==> src/assert_macros.svh <==
// Assertion macros used by the lexer RTL.
// Holds only macro definitions inside an include guard.
`ifndef ASSERT_MACROS_SVH
`define ASSERT_MACROS_SVH

// Same-cycle implication, checked outside reset.
`define CLX_ASSERT_NOW(label, clk, rst_n, ante, cons, msg) \
    label: assert property (@(posedge clk) disable iff (!rst_n) (ante) |-> (cons)) \
        else $error(msg);

// Next-cycle implication, checked outside reset.
`define CLX_ASSERT_NEXT(label, clk, rst_n, ante, cons, msg) \
    label: assert property (@(posedge clk) disable iff (!rst_n) (ante) |=> (cons)) \
        else $error(msg);

`endif

==> src/clx_pkg.sv <==
// Package for the C subset lexer: kinds, codes, mode and state encodings, lookup tables and classifiers.
// Used by c_subset_lexer_core; depends on nothing.
package clx_pkg;

    localparam int CLX_MAX_TOKEN_LEN = 32;

    // Token kinds.
    localparam logic [5:0] KIND_IDENT    = 6'd0;
    localparam logic [5:0] KIND_INT      = 6'd11;
    localparam logic [5:0] KIND_FLOAT    = 6'd12;
    localparam logic [5:0] KIND_OP_BASE  = 6'd13;
    localparam logic [5:0] KIND_OP2_BASE = 6'd31;

    // Error codes.
    localparam logic [1:0] ERR_NONE    = 2'd0;
    localparam logic [1:0] ERR_INVALID = 2'd1;
    localparam logic [1:0] ERR_LONE_OP = 2'd2;

    localparam int NUM_KW = 10;

    // Lexer mode, one-hot.
    typedef enum logic [4:0] {
        MODE_EMPTY = 5'b00001,
        MODE_IDENT = 5'b00010,
        MODE_INT   = 5'b00100,
        MODE_FLOAT = 5'b01000,
        MODE_OP    = 5'b10000
    } t_mode;

    // Sequencer state, one-hot.
    typedef enum logic [3:0] {
        S_IDLE = 4'b0001,
        S_READ = 4'b0010,
        S_SEND = 4'b0100,
        S_ERR  = 4'b1000
    } t_state;

    // Keyword text, padded with zero bytes.
    localparam logic [7:0] KW_TEXT [NUM_KW][8] = '{
        '{"c", "o", "n", "s", "t", 8'h00, 8'h00, 8'h00},
        '{"i", "n", "t", 8'h00, 8'h00, 8'h00, 8'h00, 8'h00},
        '{"f", "l", "o", "a", "t", 8'h00, 8'h00, 8'h00},
        '{"i", "f", 8'h00, 8'h00, 8'h00, 8'h00, 8'h00, 8'h00},
        '{"e", "l", "s", "e", 8'h00, 8'h00, 8'h00, 8'h00},
        '{"w", "h", "i", "l", "e", 8'h00, 8'h00, 8'h00},
        '{"c", "o", "n", "t", "i", "n", "u", "e"},
        '{"b", "r", "e", "a", "k", 8'h00, 8'h00, 8'h00},
        '{"r", "e", "t", "u", "r", "n", 8'h00, 8'h00},
        '{"v", "o", "i", "d", 8'h00, 8'h00, 8'h00, 8'h00}
    };
    localparam logic [3:0] KW_LEN [NUM_KW] = '{
        4'd5, 4'd3, 4'd5, 4'd2, 4'd4, 4'd5, 4'd8, 4'd5, 4'd6, 4'd4
    };

    // Single-character operators in kind order.
    localparam logic [7:0] OP1_TEXT [18] = '{
        "+", "-", "*", "/", "%", "<", ">", ":", "=",
        ";", ",", "(", ")", "[", "]", "{", "}", "!"
    };

    // Two-character operators in kind order.
    localparam logic [7:0] OP2_A [6] = '{"<", ">", "=", "!", "&", "|"};
    localparam logic [7:0] OP2_B [6] = '{"=", "=", "=", "=", "&", "|"};

    function automatic logic is_space(input logic [7:0] c);
        return (c == 8'h20) || (c >= 8'd9 && c <= 8'd13);
    endfunction

    function automatic logic is_alpha(input logic [7:0] c);
        return (c >= "a" && c <= "z") || (c >= "A" && c <= "Z");
    endfunction

    function automatic logic is_digit(input logic [7:0] c);
        return (c >= "0" && c <= "9");
    endfunction

    // Kind of a single-character operator, or zero when there is none.
    function automatic logic [5:0] op1_kind(input logic [7:0] c);
        logic [5:0] kind;
        kind = KIND_IDENT;
        for (int i = 0; i < 18; i++) begin
            if (OP1_TEXT[i] == c) begin
                kind = KIND_OP_BASE + 6'(i);
            end
        end
        return kind;
    endfunction

    function automatic logic is_op_char(input logic [7:0] c);
        return (op1_kind(c) != KIND_IDENT) || (c == "&") || (c == "|");
    endfunction

    // Kind of a two-character operator, or zero when the pair is not one.
    function automatic logic [5:0] pair_kind(input logic [7:0] a, input logic [7:0] b);
        logic [5:0] kind;
        kind = KIND_IDENT;
        for (int i = 0; i < 6; i++) begin
            if (OP2_A[i] == a && OP2_B[i] == b) begin
                kind = KIND_OP2_BASE + 6'(i);
            end
        end
        return kind;
    endfunction

endpackage

==> src/c_subset_lexer_core.sv <==
// Top level of the C subset lexer: character classifier, token buffer and drain sequencer.
// Depends on clx_pkg and assert_macros.svh.
//
//  channel  direction  handshake          payload
//  input    in         i_valid / o_stall  i_ch
//  output   out        o_valid / i_stall  o_token_kind, o_value_char, o_is_last,
//                                         o_truncated, o_error_code
//
// A character that only extends a token, or is whitespace between tokens, is taken in the idle state.
// A character that ends a token starts a drain: each buffered character is read from the token
// buffer through its registered read port (read state) and is then sent as one word (send state).
// An error word is sent from the error state. Output stalls hold the send and error states.
// Reset (synchronous, active low) returns the lexer to the empty mode; no clearing pass.
`include "assert_macros.svh"

module c_subset_lexer_core
    import clx_pkg::*;
#(
    parameter int MAX_TOKEN_LEN = CLX_MAX_TOKEN_LEN
) (
    input  logic       i_clk,
    input  logic       i_rst_n,
    input  logic       i_valid,
    output logic       o_stall,
    input  logic [7:0] i_ch,
    output logic       o_valid,
    input  logic       i_stall,
    output logic [5:0] o_token_kind,
    output logic [7:0] o_value_char,
    output logic       o_is_last,
    output logic       o_truncated,
    output logic [1:0] o_error_code
);

    localparam int AW = $clog2(MAX_TOKEN_LEN);
    localparam int LW = $clog2(MAX_TOKEN_LEN + 1);

    // Sequencer and lexer state.
    t_state              r_state, n_state;
    t_mode               r_mode, n_mode;
    logic [LW-1:0]       r_len, n_len;
    logic                r_ovf, n_ovf;
    logic [NUM_KW-1:0]   r_match, n_match;
    logic [7:0]          r_op0, n_op0;
    logic [5:0]          r_op_kind, n_op_kind;
    logic [AW-1:0]       r_idx, n_idx;
    logic                r_pend_start, n_pend_start;
    t_mode               r_pend_mode, n_pend_mode;
    logic [7:0]          r_pend_ch, n_pend_ch;
    logic [1:0]          r_err_code, n_err_code;
    logic [7:0]          r_err_ch, n_err_ch;

    // Output register.
    logic                r_ovalid, n_ovalid;
    logic [5:0]          r_okind, n_okind;
    logic [7:0]          r_ochar, n_ochar;
    logic                r_olast, n_olast;
    logic                r_otrunc, n_otrunc;
    logic [1:0]          r_oerr, n_oerr;

    // Token buffer.
    logic [7:0]          r_mem [MAX_TOKEN_LEN];
    logic [7:0]          r_rd_data;

    // Token write step.
    logic                tok_wr, tok_start;
    logic [7:0]          tok_ch;
    t_mode               tok_mode;
    logic [LW-1:0]       base_len;
    logic [NUM_KW-1:0]   base_match, upd_match;
    logic                w_en;
    logic [AW-1:0]       w_addr;

    // Classification of the incoming character.
    logic c_sp, c_al, c_dg, c_us, c_dot, c_op, c_pair, c_lone;
    logic out_free, send_last;
    logic [5:0] cur_kind, kw_kind;

    assign c_sp  = is_space(i_ch);
    assign c_al  = is_alpha(i_ch);
    assign c_dg  = is_digit(i_ch);
    assign c_us  = (i_ch == "_");
    assign c_dot = (i_ch == ".");
    assign c_op  = is_op_char(i_ch);
    assign c_pair = c_op && (r_len == LW'(1)) && (pair_kind(r_op0, i_ch) != KIND_IDENT);
    assign c_lone = (r_len == LW'(1)) && ((r_op0 == "&") || (r_op0 == "|"));

    assign out_free  = !r_ovalid || !i_stall;
    assign send_last = ((LW'(r_idx) + LW'(1)) == r_len);

    // Keyword lookup from the running per-keyword match flags.
    always_comb begin
        kw_kind = KIND_IDENT;
        for (int k = 0; k < NUM_KW; k++) begin
            if (!r_ovf && r_match[k] && (r_len == LW'(KW_LEN[k]))) begin
                kw_kind = 6'(k + 1);
            end
        end
    end

    // Kind of the buffered token.
    always_comb begin
        unique case (r_mode)
            MODE_IDENT: cur_kind = kw_kind;
            MODE_INT:   cur_kind = KIND_INT;
            MODE_FLOAT: cur_kind = KIND_FLOAT;
            MODE_OP:    cur_kind = r_op_kind;
            default:    cur_kind = KIND_IDENT;
        endcase
    end

    // Base of a write: a fresh token starts at zero with every keyword still possible.
    assign base_len   = tok_start ? '0 : r_len;
    assign base_match = tok_start ? '1 : r_match;

    always_comb begin
        for (int k = 0; k < NUM_KW; k++) begin
            upd_match[k] = base_match[k] && (base_len < LW'(KW_LEN[k])) &&
                           (KW_TEXT[k][base_len[2:0]] == tok_ch);
        end
    end

    assign w_en   = tok_wr && (base_len < LW'(MAX_TOKEN_LEN));
    assign w_addr = base_len[AW-1:0];

    // Sequencer next-state logic.
    always_comb begin
        n_state      = r_state;
        n_mode       = r_mode;
        n_len        = r_len;
        n_ovf        = r_ovf;
        n_match      = r_match;
        n_op0        = r_op0;
        n_op_kind    = r_op_kind;
        n_idx        = r_idx;
        n_pend_start = r_pend_start;
        n_pend_mode  = r_pend_mode;
        n_pend_ch    = r_pend_ch;
        n_err_code   = r_err_code;
        n_err_ch     = r_err_ch;
        n_ovalid     = r_ovalid && i_stall;
        n_okind      = r_okind;
        n_ochar      = r_ochar;
        n_olast      = r_olast;
        n_otrunc     = r_otrunc;
        n_oerr       = r_oerr;
        tok_wr       = 1'b0;
        tok_start    = 1'b0;
        tok_ch       = i_ch;
        tok_mode     = MODE_EMPTY;

        unique case (r_state)
            S_IDLE: begin
                if (i_valid) begin
                    // Defaults for a character that ends the token: drain it first.
                    n_idx        = '0;
                    n_pend_ch    = i_ch;
                    n_pend_start = 1'b0;
                    n_pend_mode  = MODE_OP;
                    n_err_ch     = i_ch;
                    n_err_code   = ERR_INVALID;
                    unique case (r_mode)
                        MODE_IDENT: begin
                            if (c_al || c_dg || c_us) begin
                                tok_wr = 1'b1;
                            end else if (c_sp) begin
                                n_state = S_READ;
                            end else if (c_op) begin
                                n_state      = S_READ;
                                n_pend_start = 1'b1;
                            end else begin
                                n_state = S_ERR;
                            end
                        end
                        MODE_INT: begin
                            if (c_al || c_dg) begin
                                tok_wr = 1'b1;
                            end else if (c_dot) begin
                                tok_wr = 1'b1;
                                n_mode = MODE_FLOAT;
                            end else if (c_sp) begin
                                n_state = S_READ;
                            end else if (c_op) begin
                                n_state      = S_READ;
                                n_pend_start = 1'b1;
                            end else begin
                                n_state = S_ERR;
                            end
                        end
                        MODE_FLOAT: begin
                            if (c_dg) begin
                                tok_wr = 1'b1;
                            end else if (c_sp) begin
                                n_state = S_READ;
                            end else if (c_op) begin
                                n_state      = S_READ;
                                n_pend_start = 1'b1;
                            end else begin
                                n_state = S_ERR;
                            end
                        end
                        MODE_OP: begin
                            if (!(c_sp || c_al || c_us || c_dg || c_dot || c_op)) begin
                                n_state = S_ERR;
                            end else if (c_pair) begin
                                tok_wr    = 1'b1;
                                n_op_kind = pair_kind(r_op0, i_ch);
                            end else if (c_lone) begin
                                n_state    = S_ERR;
                                n_err_code = ERR_LONE_OP;
                                n_err_ch   = r_op0;
                            end else begin
                                n_state      = S_READ;
                                n_pend_start = !c_sp;
                                if (c_al || c_us) begin
                                    n_pend_mode = MODE_IDENT;
                                end else if (c_dg) begin
                                    n_pend_mode = MODE_INT;
                                end else if (c_dot) begin
                                    n_pend_mode = MODE_FLOAT;
                                end
                            end
                        end
                        default: begin
                            // Empty mode: whitespace is skipped, a token character opens a token.
                            if (c_sp) begin
                                n_len = '0;
                            end else if (c_al || c_us) begin
                                tok_wr = 1'b1; tok_start = 1'b1; tok_mode = MODE_IDENT;
                            end else if (c_dg) begin
                                tok_wr = 1'b1; tok_start = 1'b1; tok_mode = MODE_INT;
                            end else if (c_dot) begin
                                tok_wr = 1'b1; tok_start = 1'b1; tok_mode = MODE_FLOAT;
                            end else if (c_op) begin
                                tok_wr = 1'b1; tok_start = 1'b1; tok_mode = MODE_OP;
                            end else begin
                                n_state = S_ERR;
                            end
                        end
                    endcase
                    // An error drops the pending token.
                    if (n_state == S_ERR) begin
                        n_mode = MODE_EMPTY;
                        n_len  = '0;
                        n_ovf  = 1'b0;
                    end
                end
            end
            S_READ: begin
                n_state = S_SEND;
            end
            S_SEND: begin
                if (out_free) begin
                    n_ovalid = 1'b1;
                    n_okind  = cur_kind;
                    n_ochar  = r_rd_data;
                    n_olast  = send_last;
                    n_otrunc = r_ovf;
                    n_oerr   = ERR_NONE;
                    if (send_last) begin
                        n_state = S_IDLE;
                        if (r_pend_start) begin
                            tok_wr    = 1'b1;
                            tok_start = 1'b1;
                            tok_ch    = r_pend_ch;
                            tok_mode  = r_pend_mode;
                        end else begin
                            n_mode = MODE_EMPTY;
                            n_len  = '0;
                            n_ovf  = 1'b0;
                        end
                    end else begin
                        n_idx   = r_idx + AW'(1);
                        n_state = S_READ;
                    end
                end
            end
            S_ERR: begin
                if (out_free) begin
                    n_ovalid = 1'b1;
                    n_okind  = KIND_IDENT;
                    n_ochar  = r_err_ch;
                    n_olast  = 1'b1;
                    n_otrunc = 1'b0;
                    n_oerr   = r_err_code;
                    n_state  = S_IDLE;
                end
            end
            default: begin
                n_state = S_IDLE;
            end
        endcase

        // Append one character to the buffer, or note the overflow.
        if (tok_wr) begin
            if (tok_start) begin
                n_mode    = tok_mode;
                n_ovf     = 1'b0;
                n_op0     = tok_ch;
                n_op_kind = op1_kind(tok_ch);
            end
            if (base_len < LW'(MAX_TOKEN_LEN)) begin
                n_len   = base_len + LW'(1);
                n_match = upd_match;
            end else begin
                n_ovf = 1'b1;
            end
        end
    end

    // Control registers.
    always_ff @(posedge i_clk) begin
        if (!i_rst_n) begin
            r_state  <= S_IDLE;
            r_mode   <= MODE_EMPTY;
            r_len    <= '0;
            r_ovf    <= 1'b0;
            r_ovalid <= 1'b0;
            r_idx    <= '0;
        end else begin
            r_state  <= n_state;
            r_mode   <= n_mode;
            r_len    <= n_len;
            r_ovf    <= n_ovf;
            r_ovalid <= n_ovalid;
            r_idx    <= n_idx;
        end
    end

    // Payload registers.
    always_ff @(posedge i_clk) begin
        r_match      <= n_match;
        r_op0        <= n_op0;
        r_op_kind    <= n_op_kind;
        r_pend_start <= n_pend_start;
        r_pend_mode  <= n_pend_mode;
        r_pend_ch    <= n_pend_ch;
        r_err_code   <= n_err_code;
        r_err_ch     <= n_err_ch;
        r_okind      <= n_okind;
        r_ochar      <= n_ochar;
        r_olast      <= n_olast;
        r_otrunc     <= n_otrunc;
        r_oerr       <= n_oerr;
    end

    // Token buffer: one write port, one registered read port.
    always_ff @(posedge i_clk) begin
        if (w_en) begin
            r_mem[w_addr] <= tok_ch;
        end
        r_rd_data <= r_mem[r_idx];
    end

    assign o_stall      = (r_state != S_IDLE);
    assign o_valid      = r_ovalid;
    assign o_token_kind = r_okind;
    assign o_value_char = r_ochar;
    assign o_is_last    = r_olast;
    assign o_truncated  = r_otrunc;
    assign o_error_code = r_oerr;

    // An error word is always a single, last word of kind zero.
    `CLX_ASSERT_NOW(a_err_word, i_clk, i_rst_n, r_ovalid && (r_oerr != ERR_NONE), r_olast && (r_okind == KIND_IDENT) && !r_otrunc, "error word malformed")
    // Overflow is only flagged once the buffer is full.
    `CLX_ASSERT_NOW(a_ovf_full, i_clk, i_rst_n, r_ovf, r_len == LW'(MAX_TOKEN_LEN), "overflow with free buffer space")
    // The drain index stays inside the buffered token.
    `CLX_ASSERT_NOW(a_idx_range, i_clk, i_rst_n, (r_state == S_READ) || (r_state == S_SEND), LW'(r_idx) < r_len, "drain index past token end")
    // Once the last word of a run is sent the sequencer is ready again.
    `CLX_ASSERT_NEXT(a_last_idle, i_clk, i_rst_n, (r_state == S_SEND) && out_free && send_last, r_state == S_IDLE, "sequencer did not return to idle")

endmodule
==> config.mk <==
export PLATFORM = sky130hd
export DESIGN_NAME = c_subset_lexer_core
export DESIGN_NICKNAME = d
export VERILOG_FILES = /design/src/clx_pkg.sv /design/src/c_subset_lexer_core.sv
export VERILOG_INCLUDE_DIRS = /design/src /design/src/src
export SDC_FILE = /design/constraint.sdc
export NUM_CORES = 1
export LEC_CHECK = 0
export ABC_CLOCK_PERIOD_IN_PS = 5250
export BUFFER_PORTS_ARGS = -buffer_cell sky130_fd_sc_hd__buf_2
export CORE_MARGIN = 2
export CORE_UTILIZATION = 46
export CTS_CLUSTER_DIAMETER = 200
export DETAILED_ROUTE_END_ITERATION = 12
export PLACE_DENSITY = 0.6
export SLEW_MARGIN = 20
export SYNTH_ARGS = -nofsm -noshare
export SYNTH_HDL_FRONTEND = slang
export SYNTH_SLANG_ARGS = --single-unit
==> constraint.sdc <==
create_clock -name i_clk -period 5.25 [get_ports i_clk]
set_input_delay 1.05 -clock i_clk [delete_from_list [all_inputs] [get_ports i_clk]]
set_output_delay 1.05 -clock i_clk [all_outputs]
set_load 0.005 [all_outputs]
=== Word-level counts from Yosys, hierarchy flattened ===
Memory sizes are Yosys's and may differ from the RTL's. A register that Yosys moved wholly into a read port is not among the register bits.
Index checks and enable logic that the tools add are counted.
Widths: inputs -> output; s select.

* Logic and storage cells: 435
* Bits in read-only memories: 640
* Bits in writable memories: 256
* Register bits after elaboration: 88
* Memories: 11

* Order comparisons: 16
* Add/sub/neg operators: 3
* Bitwise logic cells: 3
* Equal/unequal tests: 83
* Muxes and demuxes: 209
* Reductions and logical operators: 89

{| class="wikitable"
|+ Memory list
! memory !! words !! bits a word !! rd ports !! clocked after memory_dff !! write ports !! line !! text
|-
| r_mem || 32 || 8 || 1 || 1 || 1 || c_subset_lexer_core.sv:62 || <nowiki>logic [7:0] r_mem [MAX_TOKEN_LEN];</nowiki>
|-
| (name not given) || 8 || 8 || 1 || 0 || 0 || c_subset_lexer_core.sv:119 || <nowiki>(KW_TEXT[k][base_len[2:0]] == tok_ch);</nowiki>
|-
| (name not given) || 8 || 8 || 1 || 0 || 0 || c_subset_lexer_core.sv:119 ||
|-
| (name not given) || 8 || 8 || 1 || 0 || 0 || c_subset_lexer_core.sv:119 ||
|-
| (name not given) || 8 || 8 || 1 || 0 || 0 || c_subset_lexer_core.sv:119 ||
|-
| (name not given) || 8 || 8 || 1 || 0 || 0 || c_subset_lexer_core.sv:119 ||
|-
| 5 more memories || -- || -- || -- || -- || -- || -- ||
|}

{| class="wikitable"
|+ Operators by type and width
! operator !! count
|-
| $mux 6 || 67
|-
| $eq 6x8->1 const A || 34
|-
| $mux 8 || 30
|-
| $mux 5 || 27
|-
| $mux 4 || 21
|-
| $eq 7x8->1 const A || 10
|-
| $eq 8x8->1 || 10
|-
| $logic_and 1x1->1 || 55
|-
| $mux 1 || 42
|-
| $eq 8x6->1 const B || 4
|-
| $pmux 4 s4 || 2
|-
| $pmux 5 s2 || 3
|-
| $eq 8x7->1 const B || 3
|-
| $pmux 6 s2 || 2
|-
| $pmux 6 s4 || 1
|-
| $eq 6x3->1 const B || 3
|-
| $lt 6x3->1 const B || 3
|-
| $ge 8x7->1 const B || 2
|-
| $le 8x7->1 const B || 2
|-
| $pmux 8 s2 || 1
|-
| $logic_or 1x1->1 || 14
|-
| $eq 6x2->1 const B || 2
|-
| $lt 6x2->1 const B || 2
|-
| $reduce_bool 6->1 || 2
|-
| other kinds (40) || 61
|}

=== Logic depth before layout (Yosys ltp) ===
* Depth after elaboration: 37
* Mapped depth: 17
* Gate-level depth less buffers: 15

=== Least setup slack after synthesis ===
Ideal clock, no wire load.

* Kind: input port to flip-flop
* From: input port i_ch[6]
* To: memory r_mem[5][0], enable pin
* Path buffers: 3
* Stages: 13
* Library setup time: 385 ps
* Data arrival time: 4003 ps
* Slack: 861 ps
* Path through: buf_6 -> nor4b_1 -> nand3_1 -> a21boi_0 -> nor3_1 -> o21a_2 -> inv_2 -> nor2_1 -> inv_1 -> ha_1 -> clkbuf_1 -> clkbuf_1 -> nor3b_1

* Longest elaborated chain between the ends: 35
* Elaborated cells on any way between the ends: 105
* Those cells by class: 9 x order compare; 25 x eq/ne; 44 x mux; 27 x reduce/logical

{| class="wikitable"
|+ Ends and longest elaborated chain
! element !! line !! text
|-
| start, declared || c_subset_lexer_core.sv:25 || <nowiki>input logic [7:0] i_ch,</nowiki>
|-
| $eq 6x8->1 || clx_pkg.sv:82 || <nowiki>if (OP1_TEXT[i] == c) begin</nowiki>
|-
| $mux 4 || clx_pkg.sv:82 ||
|-
| $mux 6 (17 in series) || clx_pkg.sv:82 ||
|-
| $reduce_bool 6->1 || clx_pkg.sv:90 || <nowiki>return (op1_kind(c) != KIND_IDENT) || (c == "&") || (c == "|");</nowiki>
|-
| $logic_or 1x1->1 (2 in series) || clx_pkg.sv:90 ||
|-
| $mux 1 || c_subset_lexer_core.sv:234 || <nowiki>end else if (c_op) begin</nowiki>
|-
| $mux 1 || c_subset_lexer_core.sv:232 || <nowiki>end else if (c_dot) begin</nowiki>
|-
| $mux 1 || c_subset_lexer_core.sv:230 || <nowiki>end else if (c_dg) begin</nowiki>
|-
| [2 not listed] || -- ||
|-
| $mux 1 || c_subset_lexer_core.sv:162 || <nowiki>unique case (r_mode)</nowiki>
|-
| $mux 1 || c_subset_lexer_core.sv:154 || <nowiki>if (i_valid) begin</nowiki>
|-
| $pmux 1 s2 || c_subset_lexer_core.sv:152 || <nowiki>unique case (r_state)</nowiki>
|-
| $mux 6 || c_subset_lexer_core.sv:113 || <nowiki>assign base_len = tok_start ? '0 : r_len;</nowiki>
|-
| $lt 6x6->1 || c_subset_lexer_core.sv:123 || <nowiki>assign w_en = tok_wr && (base_len < LW'(MAX_TOKEN_LEN));</nowiki>
|-
| $logic_and 1x1->1 || c_subset_lexer_core.sv:123 ||
|-
| $mux 1 || c_subset_lexer_core.sv:349 || <nowiki>if (w_en) begin</nowiki>
|-
| $mux 1 (not written as such) || c_subset_lexer_core.sv:350 || <nowiki>r_mem[w_addr] <= tok_ch;</nowiki>
|-
| end, declared || c_subset_lexer_core.sv:62 ||
|}

Parallel ways exist; a longest one is shown, timed or not.

=== Worst setup path in the final report ===
* From: input port i_ch[5]
* To: register r_match[0], data pin

* Longest elaborated chain between the ends: 37
* Elaborated cells on any way between the ends: 81
* Those cells by class: 9 x order compare; 24 x eq/ne; 34 x mux; 1 x bitwise; 12 x reduce/logical; 1 x memory

{| class="wikitable"
|+ Ends and longest elaborated chain
! element !! line !! text
|-
| $eq 6x8->1 || clx_pkg.sv:82 ||
|-
| $mux 4 || clx_pkg.sv:82 ||
|-
| $mux 6 (17 in series) || clx_pkg.sv:82 ||
|-
| $reduce_bool 6->1 || clx_pkg.sv:90 ||
|-
| $logic_or 1x1->1 (2 in series) || clx_pkg.sv:90 ||
|-
| $mux 1 || c_subset_lexer_core.sv:234 ||
|-
| $mux 1 || c_subset_lexer_core.sv:232 ||
|-
| $mux 1 || c_subset_lexer_core.sv:230 ||
|-
| [4 not listed] || -- ||
|-
| $pmux 1 s2 || c_subset_lexer_core.sv:152 ||
|-
| $mux 6 || c_subset_lexer_core.sv:113 ||
|-
| $not 3->4 (not written as such) || c_subset_lexer_core.sv:119 ||
|-
| $mem_v2 8x8 || -- ||
|-
| $mux 8 (not written as such) (2 in series) || c_subset_lexer_core.sv:119 ||
|-
| $eq 8x8->1 || c_subset_lexer_core.sv:119 ||
|-
| $logic_and 1x1->1 (*) || c_subset_lexer_core.sv:118 || <nowiki>upd_match[k] = base_match[k] && (base_len < LW'(KW_LEN[k])) &&</nowiki>
|-
| named net upd_match[0] || c_subset_lexer_core.sv:70 || <nowiki>logic [NUM_KW-1:0] base_match, upd_match;</nowiki>
|-
| end signal, assigned || c_subset_lexer_core.sv:332 || <nowiki>r_match <= n_match;</nowiki>
|-
| end, declared || c_subset_lexer_core.sv:43 || <nowiki>logic [NUM_KW-1:0] r_match, n_match;</nowiki>
|}

The timed path passes the listed nets; every way through them passes the cells marked *. The select of a mux whose other input is x is not followed.
A chain may end at the register's enable or synchronous reset.

==> metrics.log <==
INFO  metric outcome = completed
INFO  metric finalMaxSlewViolations = 0
INFO  metric drt_pass1_iterations = 5
INFO  metric area_share_of_the_largest_cell_type_after_synthesis = a little under three fifths
INFO  metric core_region_area = about 36000 um^2
INFO  metric power.static_leakage = approximately 0.0060 uW
INFO  metric pwr_density_cell = ~330 nW/um^2
INFO  metric placed_area = approximately 18000 um^2
INFO  metric crit_fanout = 15
INFO  metric synthesis.instances = 1224
INFO  metric clock-root-buffer = clkbuf_16
INFO  metric drc = 0
INFO  metric initial_core_utilization = roughly 47%
INFO  metric rsz0062_at_grt = false
INFO  metric final_layout_size_suffix_gt1_share = 21.5%
INFO  metric first_iter_violations = ~1200
INFO  metric setup_tns = 0 ps
INFO  metric post_synth_num_cell_types = 96
INFO  metric worst_clock_skew = ~21 ps
INFO  metric fin_util = 52.5%
INFO  metric cts.clk_slew.worst_paths = 60 ps
INFO  metric gp_routability_congestion = around 0.95
INFO  metric hold_class = flip-flop to flip-flop
INFO  metric path_buf_inv = 4
INFO  metric timing.critical_path.max_delay_family = compound AO/OA/AOI/OAI gates
INFO  metric synth.avg_cell_area = between 10 and 15 um^2
INFO  metric grt_first_pass_wirelength = 67.2 mm
INFO  metric post-synth-top-count-cell = edfxtp_1
INFO  metric post-route-period-util = between 80% and 90%
INFO  metric worst_ep_required_time = around 5600 ps
INFO  metric die-height = a little under 200 um
INFO  metric buffer_ports.inserted = 31
INFO  metric cts_hold_buffers = 0
INFO  metric ant_nets = 0
INFO  metric detail_placement_hpwl = ~30 mm
INFO  metric io-pin-count = 32
INFO  metric worstPathCellList = buf_2 > nor4b_1 > nand3_1 > a21boi_0 > nor3_1 > o21a_2 > inv_2 > nor2_1 > inv_1 > ha_1 > clkinv_1 > nor2_1 > o21a_1 > o211ai_1 > a2111oi_1
INFO  metric ys_top_cells_by_count = 315 x edfxtp_1, 97 x nand2_1, 89 x nor2_1
INFO  metric netlist_area = between 15000 and 20000 um^2
INFO  metric vdd_drop_max = about 0.00026 V
INFO  metric wl_per_cell = around 25 um
INFO  metric yosys_most_used_dff = edfxtp_1
INFO  metric clock_insertion_delay_worst_skew = approximately 540 ps
INFO  metric synth_top_area_cell = edfxtp_1
INFO  metric maxCapViolations = 0
INFO  metric clock.fmax = about 220 MHz
INFO  metric endpoint_kind = flip-flop
INFO  metric grt_overflow = 0
INFO  metric cts_made_buffers = 38
INFO  metric die_x = about 190 um
INFO  metric crit_path_top_delay_cell = nor4b_1
INFO  metric final.min_clock_period = ~4500 ps
INFO  metric slew_headroom = about a third
INFO  metric synth.area.top_cells = edfxtp_1 56%, mux4_2 11%, dfxtp_1 4.3%, nand2_1 2.2%, nor2_1 2.0%
INFO  metric vias = 10800
INFO  metric layout.cell_area.non_filler = between 15000 and 20000 um^2
INFO  metric worst_hold_slack = 499 ps
INFO  metric synth-seq-area-share = 60.7%
INFO  metric cts.sinks = about 350
INFO  metric worst-setup-path-type = input pin to flip-flop
INFO  metric tritoncts = yes
INFO  metric ctsLongestPathBuffers = 3
INFO  metric clock_tree.htree_level_count = 2
INFO  metric syn_to_final_growth = 12.1%
INFO  metric post_detailed_routing_wire_length = 44.4 mm
INFO  metric vias_in_the_first_global_route = around 11000
INFO  metric synth_enable_flop_cells = about 320
INFO  metric final_hold_viol_count = 0
INFO  metric postCtsSetupBuffers = 0
INFO  metric ys_async_sr_fraction = 0%
INFO  metric cpMostUsedCell = nor2_1
INFO  metric antennaDiodeCount = 0
INFO  metric power.total = approximately 6200 uW
INFO  metric yosys_warnings = 0
INFO  metric syn-num-nets = 1243
INFO  metric crit_arrival = 4850 ps
INFO  metric grt.total_usage = a little under a quarter
INFO  metric setup_viol = 0
INFO  metric crit_path_start_kind = input pin
INFO  metric placement_rows = between 60 and 70
INFO  metric grt_start_max_net_pins = between 60 and 70
INFO  metric route.detailed.vias_per_inst = 6.11
INFO  metric ys_ff_latch = around 350
INFO  metric max_stage_delay = around 690 ps
INFO  metric worst_pin_slew = 986 ps
INFO  metric number_of_antenna_violations_at_the_first_check_in_global_routing = 2
INFO  metric design.die.area = about 38000 um^2
INFO  metric cts_repair_resize_count = 0
INFO  metric nNetsFinal = around 1300
cell usage in the layout (no fill, tap or decap), types with 17 or more instances in the layout:
master	instances
xnor2_1	27
nand2_1	97
clkbuf_16	38
nor4_1	17
o21ai_0	45
and2_1	24
edfxtp_1	315
nand3_1	27
buf_2	31
a21oi_1	58
dfxtp_1	34
buf_4	59
mux4_2	80
nor2_1	89
inv_1	18
nor3_1	24
worst reg2reg max path, cell delays in order (launching register included):
cell       delay [ps]
dfxtp_1           490
nor4b_2           440
nand2_1           360
a21oi_1           460
a2bb2oi_1         180
o21a_2            170
inv_2              60
nor2_1             80
inv_1             170
ha_1              430
clkinv_1          350
nor2_1            170
o21a_1            120
o211ai_1          160
a2111oi_1         470
path summary, 6_finish.rpt:
path	from	endpoint	slack, ps	depth (start not counted)
max reg2reg	r_state[0]$_SDFFE_PN1P_	r_match[0]$_DFFE_PP_	930	14
min reg2reg	r_op_kind[4]$_DFF_P_	r_op_kind[4]$_DFF_P_	500	2
min	r_op_kind[4]$_DFF_P_	r_op_kind[4]$_DFF_P_	500	2
max	i_ch[5]	r_match[0]$_DFFE_PP_	720	15
kinds of logic after synthesis:
kind of cell / Yosys count / share of synthesized area (%)
xor gates and xnor gates: 32 / 1.67
DFF: 351 / 60.7
buffers and inverters: 108 / 2.77
adders and majority gates: 7 / 0.523
and+or+nand+nor: 402 / 13.1
AOI/OAI and AO/OA: 217 / 8.66
muxes: 107 / 12.5
stage by stage:
| step | setup slack (ps) | cells |
|---|---|---|
| final | 720 | 1763 |
| after global routing | 307 | 1763 |
| after CTS | 784 | 1763 |
| after detailed placement | 221 | 1695 |
| after global placement | 355 | 1695 |
| after floorplan | 861 | 1224 |
flip-flops by register name, indices dropped and copies added, names as in the netlist:
name and count:
r_pend_mode 4, r_mem 256, o_value_char 8, r_err_ch 8
r_op0 8, r_rd_data 8, r_ovf 1, o_truncated 1
r_idx 5, r_len 6, o_token_kind 6, r_mode 5
o_error_code 2, r_pend_ch 8, r_op_kind 6, o_is_last 1
o_valid 1, r_err_code 2, r_pend_start 1, r_state 4
r_match 10
routing by layer:
layer | wire, um | track usage [%] | vias to the layer above | part of all wire, %
li1 | - | - | 4896 | -
met1 | 19400 | 33.6 | 5389 | 44
met2 | 20600 | 37.2 | 405 | 46
met3 | 2970 | 3.75 | 83 | 6.7
met4 | 1360 | 8.03 | 2 | 3.1
met5 | 19 | 0 | - | 0.043
final cells by class:
type                       count  area, um^2
multi-input combinational    765        6120
timing repair buffer          90         598
fill                        3057       17000
clock inverter                22         180
inverter                      28         106
tap                          461         577
clock buffer                  46        1010
sequential                   351       10200
where the power goes:
part           internal (uW)  total (uW)  switching, uW  leakage [uW]
combinational            158         480            322       0.00232
sequential              3110        3160           48.9       0.00314
clock                   1480        2580           1100      0.000585
Note: power is estimated with default switching activity, not from simulation.
